File: config.mk
export PLATFORM = sky130hd
export DESIGN_NAME = tllru_ctrl
export DESIGN_NICKNAME = d
export VERILOG_FILES = /design/src/sv/tllru_pkg.sv /design/src/sv/tllru_ctrl.sv
export SDC_FILE = /design/constraint.sdc
export NUM_CORES = 1
export LEC_CHECK = 0
export BUFFER_PORTS_ARGS = -buffer_cell sky130_fd_sc_hd__buf_4
export CAP_MARGIN = 10
export CORE_AREA = 5 5 42 44
export CTS_CLUSTER_SIZE = 20
export DETAILED_ROUTE_END_ITERATION = 10
export DIE_AREA = 0 0 47 49
export GPL_ROUTABILITY_DRIVEN = 1
export PLACE_DENSITY = 0.8
export SYNTH_ARGS = -nofsm -noshare
export SYNTH_HDL_FRONTEND = slang
export SYNTH_SLANG_ARGS = --single-unit
File: constraint.sdc
create_clock -name clock -period 2.6 [get_ports clock]
set_clock_uncertainty 0.2 [all_clocks]
set_input_delay 0.39 -clock clock [delete_from_list [all_inputs] [get_ports clock]]
set_output_delay 0.39 -clock clock [all_outputs]
set_load 0.02 [all_outputs]
File: src/sv/tllru_pkg.sv
`default_nettype none
package tllru_pkg;

   // fixed field widths
   localparam int DIV_W      = 13;
   localparam int STAMP_W    = 32;
   localparam int CFG_IDX_W  = 2;
   localparam int CFG_DATA_W = 13;
   localparam int L1E_W      = 9;
   localparam int WAYS_W     = 4;
   localparam int BSIZE_W    = 13;
   localparam int OUT_W      = 2;

   // register reset values
   localparam logic [L1E_W-1:0]   L1E_RESET   = 9'd256;
   localparam logic [WAYS_W-1:0]  WAYS_RESET  = 4'd4;
   localparam logic [BSIZE_W-1:0] BSIZE_RESET = 13'd64;

   typedef enum logic [CFG_IDX_W-1:0] {
      CFG_L1_ENTRIES = 2'd0,
      CFG_WAYS       = 2'd1,
      CFG_BLK_BYTES  = 2'd2
   } cfg_idx_type;

   typedef enum logic [OUT_W-1:0] {
      OUT_L1_HIT = 2'd0,
      OUT_L2_HIT = 2'd1,
      OUT_MISS   = 2'd2
   } outcome_type;

   typedef enum logic [1:0] {
      DIV_SETS  = 2'd0,
      DIV_BLOCK = 2'd1,
      DIV_SET   = 2'd2
   } div_op_type;

   typedef enum logic {
      LVL_1 = 1'b0,
      LVL_2 = 1'b1
   } level_type;

   typedef enum logic [3:0] {
      S_CLEAR, S_IDLE, S_W_SETS, S_W_BLOCK, S_GO_SET, S_W_SET, S_BASE,
      S_L1_RD, S_L1_CMP, S_L2_INIT, S_L2_RD, S_L2_CMP, S_FILL2, S_FILL1, S_RESP
   } state_type;

   typedef struct packed {
      logic        clr_step;
      logic        load;
      logic        div_go;
      div_op_type  div_op;
      logic        scan_init;
      logic        rd;
      logic        cmp;
      logic        wr;
      logic        wr_victim;
      level_type   lvl;
      logic        out_set;
      outcome_type out_code;
      logic        rsp_push;
   } cmd_type;

   typedef struct packed {
      logic clr_done;
      logic div_done;
      logic hit;
      logic last_way;
      logic rsp_free;
   } status_type;

endpackage
`default_nettype wire

File: src/sv/tllru_ctrl.sv
`default_nettype none
module tllru_ctrl import tllru_pkg::*; (
   input  wire logic       clock,
   input  wire logic       reset,
   input  wire logic       req_valid,
   output logic            req_stall,
   input  wire status_type status,
   output cmd_type         cmd
);

   state_type state_ff, state_in;

   always_ff @(posedge clock) begin
      if (reset) state_ff <= S_CLEAR;
      else       state_ff <= state_in;
   end

   // next state
   always_comb begin
      state_in = state_ff;
      unique case (state_ff)
         S_CLEAR:   if (status.clr_done) state_in = S_IDLE;
         S_IDLE:    if (req_valid) state_in = S_W_SETS;
         S_W_SETS:  if (status.div_done) state_in = S_W_BLOCK;
         S_W_BLOCK: if (status.div_done) state_in = S_GO_SET;
         S_GO_SET:  state_in = S_W_SET;
         S_W_SET:   if (status.div_done) state_in = S_BASE;
         S_BASE:    state_in = S_L1_RD;
         S_L1_RD:   state_in = S_L1_CMP;
         S_L1_CMP: begin
            if (status.hit)           state_in = S_RESP;
            else if (status.last_way) state_in = S_L2_INIT;
            else                      state_in = S_L1_RD;
         end
         S_L2_INIT: state_in = S_L2_RD;
         S_L2_RD:   state_in = S_L2_CMP;
         S_L2_CMP: begin
            if (status.hit)           state_in = S_FILL1;
            else if (status.last_way) state_in = S_FILL2;
            else                      state_in = S_L2_RD;
         end
         S_FILL2:   state_in = S_FILL1;
         S_FILL1:   state_in = S_RESP;
         S_RESP:    if (status.rsp_free) state_in = S_IDLE;
         default:   state_in = S_CLEAR;
      endcase
   end

   // commands
   always_comb begin
      cmd       = '0;
      cmd.lvl   = LVL_1;
      req_stall = (state_ff != S_IDLE);
      unique case (state_ff)
         S_CLEAR: cmd.clr_step = 1'b1;
         S_IDLE: begin
            cmd.load   = req_valid;
            cmd.div_go = req_valid;
            cmd.div_op = DIV_SETS;
         end
         S_W_SETS: begin
            cmd.div_go = status.div_done;
            cmd.div_op = DIV_BLOCK;
         end
         S_GO_SET: begin
            cmd.div_go = 1'b1;
            cmd.div_op = DIV_SET;
         end
         S_BASE: cmd.scan_init = 1'b1;
         S_L1_RD: cmd.rd = 1'b1;
         S_L1_CMP: begin
            cmd.cmp      = 1'b1;
            cmd.wr       = status.hit;
            cmd.out_set  = status.hit;
            cmd.out_code = OUT_L1_HIT;
         end
         // restart the way scan for L2
         S_L2_INIT: begin
            cmd.scan_init = 1'b1;
            cmd.lvl       = LVL_2;
         end
         S_L2_RD: begin
            cmd.rd  = 1'b1;
            cmd.lvl = LVL_2;
         end
         S_L2_CMP: begin
            cmd.cmp      = 1'b1;
            cmd.lvl      = LVL_2;
            cmd.wr       = status.hit;
            cmd.out_set  = status.hit || status.last_way;
            cmd.out_code = status.hit ? OUT_L2_HIT : OUT_MISS;
         end
         S_FILL2: begin
            cmd.wr        = 1'b1;
            cmd.wr_victim = 1'b1;
            cmd.lvl       = LVL_2;
         end
         S_FILL1: begin
            cmd.wr        = 1'b1;
            cmd.wr_victim = 1'b1;
         end
         S_RESP: cmd.rsp_push = status.rsp_free;
         default: ;
      endcase
   end

`ifndef SYNTH
   // divider completion is only seen while the controller waits for it
   assert property (@(posedge clock) disable iff (reset)
      status.div_done |-> (state_ff == S_W_SETS || state_ff == S_W_BLOCK ||
                           state_ff == S_W_SET))
      else $error("divider finished outside a wait state");
`endif

endmodule
`default_nettype wire

## Word level (Yosys, flattened, before mapping)

Cells that the tools add are included.

- Logic and storage cells: 53
- Bits in registers: 4
- Output and inout port bits: 16

- Muxes and demuxes: 23
- Eq/ne operators: 21
- Reductions and logical operators: 8

Operator list:

| cell | count |
|---|---|
| $pmux 4 s15 | 1 |
| $mux 4 | 8 |
| $eq 4x4->1 const B | 7 |
| $eq 4x3->1 const B | 4 |
| $ne 2x2->1 const B | 6 |
| $pmux 3 s3 | 1 |
| $eq 4x2->1 const B | 2 |
| $mux 1 | 8 |
| $reduce_or 2->1 | 4 |
| $mux 3 | 2 |
| $pmux 3 s2 | 1 |
| $reduce_and 6->1 | 1 |
| $eq 4x1->1 const B | 1 |
| $logic_not 4->1 | 1 |
| $ne 4x1->1 const B | 1 |
| $reduce_or 4->1 | 1 |
| $mux 2 | 1 |
| $pmux 1 s2 | 1 |
| $logic_or 1x1->1 | 1 |

## Logic depth before layout (Yosys ltp)

- Depth in word-level cells: 3
- Mapped depth: 6

## Worst setup path after synthesis

Ideal clock, no wire load.

- Path type: reg2out
- Start: register state_ff[3]
- End: output cmd[4] in the netlist's numbering
- Slack: 658 ps
- Stages on the path, launching flop included: 4
- Buffers on the path: 2
- Arrival: 1352 ps
- Cells stage by stage: dfxtp_1 -> buf_2 -> buf_1 -> nor3b_1

RTL lines:

| element | RTL line | RTL |
|---|---|---|
| start, declared | tllru_ctrl.sv:11 | `state_type state_ff, state_in;` |
| start signal, assigned | tllru_ctrl.sv:15 | `else state_ff <= state_in;` |
| end, declared | tllru_ctrl.sv:8 | `output cmd_type cmd` |

==> reports/qor.yml <==
rows: 14
grt_max_degree: 23
synth.avg_cell_area_sq_um: 6.55
fp.dieH_microns: 49
drt-initial-drc-count: 14
wl_microns: 1640
overflow: 0
ys.flop_type: "dfxtp_1"
wl_met1_microns: 681
status: "completed"
hold_path_class: "input port to register"
yosysWarnings: 0
port_buffers: 23
cp-end-kind: "output pin"
cts_buffers: 3
synth_area_sq_um: 557
largest_reg_flops: 4
async_reset_ff_share_pct: 0
cts_hold_buf: 0
clockBufferDepth: 2
grt_usage_pct: 14.6
fin_crit_sh_pct: 91.2
viasPerCell: 5.87
worst_pin_slew_ns: 0.660
layout-drive-gt1-share_pct: 29.5
cts_resized: 0
crit_slowest_cell: "dfxtp_1"
setup_viol: 0
dp_hpwl_microns: 1170
drv_cap: 0
routed-via-count: 710
critPathMaxStageDelay_ns: 0.65
highest_layer: "met4"
route.met3.wl_microns: 81
drc: 0
path_delay_family: "flip-flops"
largestRegisters: "state_ff x4"
drtPass1Iterations: 4
grt_pass1_vias: 597
worst-path-buf-inv: 2
gp_congestion: 0.872
cts.sink_count: 4
cp.arrival_ns: 1.78
grt_pass1_wl_microns: 2540
post_cts_buffers: 0
clock_latency_ns: 0.23
power_density_nw_per_um2: 976
ys_seq_elements: 4
ys_seq_area_share_pct: 14.4
area_growth_pct: 32.4
ant_nets: 0
cts_tree: "done"
synth_edf_count: 0
start_util_pct: 39.7
path_max_fanout: 17
slew_viol_final: 0
largest_register: "state_ff"
min_period_ns: 2.37
yosysUniqueCellTypes: 36
io_pins: 24
path_class: "register to output pin"
diodes: 0
ir_drop_mv: 0.375
syn_nets: 93
die_w_microns: 47
wl_per_cell_microns: 13.5
core_region_area_sq_um: 1400
tns_ns: 0
dieArea_sq_um: 2300
hold_viol: 0
antenna_found_initial: 0
layout.nets: 115
htreeDepth: 1
power.leakage_nw: 0.316
start_kind: "register"
clkTransAtPathRegs_ns: 0.04
fmax_mhz: 422
required_ns: 2.01
postSynthCellCount: 85
path_cells: "inv_1, nor2_1, a221oi_1, nor3_1, buf_4"
clockRootBuffer: "clkbuf_4"
max-slew-margin-rel_pct: 56.0
total_power_uw: 719
rsz0062_at_grt: "false"
route.met2.wl_microns: 828
==> cell usage after synthesis, types with 2 or more instances <==
master	n	share of area (%)
a21oi_1	7	6.3
buf_2	4	3.6
buf_6	2	4.0
dfxtp_1	4	14
inv_1	6	4.0
nand2_1	10	6.7
nand2b_1	2	2.2
nor2_1	11	7.4
nor3_1	9	8.1
o211ai_1	2	2.7
o22ai_1	3	3.4
==> routing by layer <==
metal	track usage (%)	vias up
met5	0	-
met4	8.29	0
met2	22.4	28
met3	2.21	6
met1	18.4	325
li1	-	351
==> cells in the final DEF (no fill, tap or decap), types with 2 or more instances in the layout <==
| master | n |
|---|---|
| a21oi_1 | 7 |
| nor2_1 | 11 |
| buf_4 | 25 |
| nand2b_1 | 2 |
| nand2_1 | 10 |
| nor3_1 | 9 |
| o211ai_1 | 2 |
| clkbuf_4 | 3 |
| inv_1 | 6 |
| o22ai_1 | 3 |
| dfxtp_1 | 4 |
==> power by group <==
part	switching, mW	total, mW	internal (mW)
Combinational	0.282	0.498	0.216
Sequential	0.0639	0.145	0.0807
Clock	0.0252	0.0768	0.0516
==> per-stage QoR <==
step	cells	area (sq um)	hold slack, ns	worst slack (ns)	utilization [%]
finish	121	737	0.157	0.229	52.6
global route	121	737	0.147	0.0844	52.6
CTS	121	737	0.157	0.251	52.6
detailed placement	118	714	0.394	0.533	51.0
global placement	118	714	0.392	0.570	51.0
floorplan	85	557	0.259	0.658	-
==> final timing paths <==
path | slack (ns) | to | cells after the start | startpoint
worst max-delay path | 0.23 | cmd[12] | 5 | state_ff[0]
worst min register to register | 0.58 | state_ff[2] | 3 | state_ff[2]
worst min-delay path | 0.16 | state_ff[0] | 2 | reset
worst max register to register | 0.76 | state_ff[0] | 4 | state_ff[3]
==> cells by family (layout without fill, tap and decap cells) <==
group | Yosys count | count (layout) | synth area share (%)
multiplexers | 1 | 1 | 1.80
buffers and inverters | 14 | 34 | 13.0
AO/OA/AOI/OAI | 24 | 24 | 33.0
flip-flops | 4 | 4 | 14.4
AND/OR/NAND/NOR | 42 | 42 | 37.8
==> cell type report <==
class / instances / area, sq um
Tap cell: 16 / 20.0
Sequential cell: 4 / 80.1
Inverter: 6 / 22.5
Timing Repair Buffer: 25 / 188
Clock buffer: 3 / 22.5
Fill cell: 140 / 664
Multi-Input combinational cell: 67 / 404
Power figures use the tool's default switching activity.
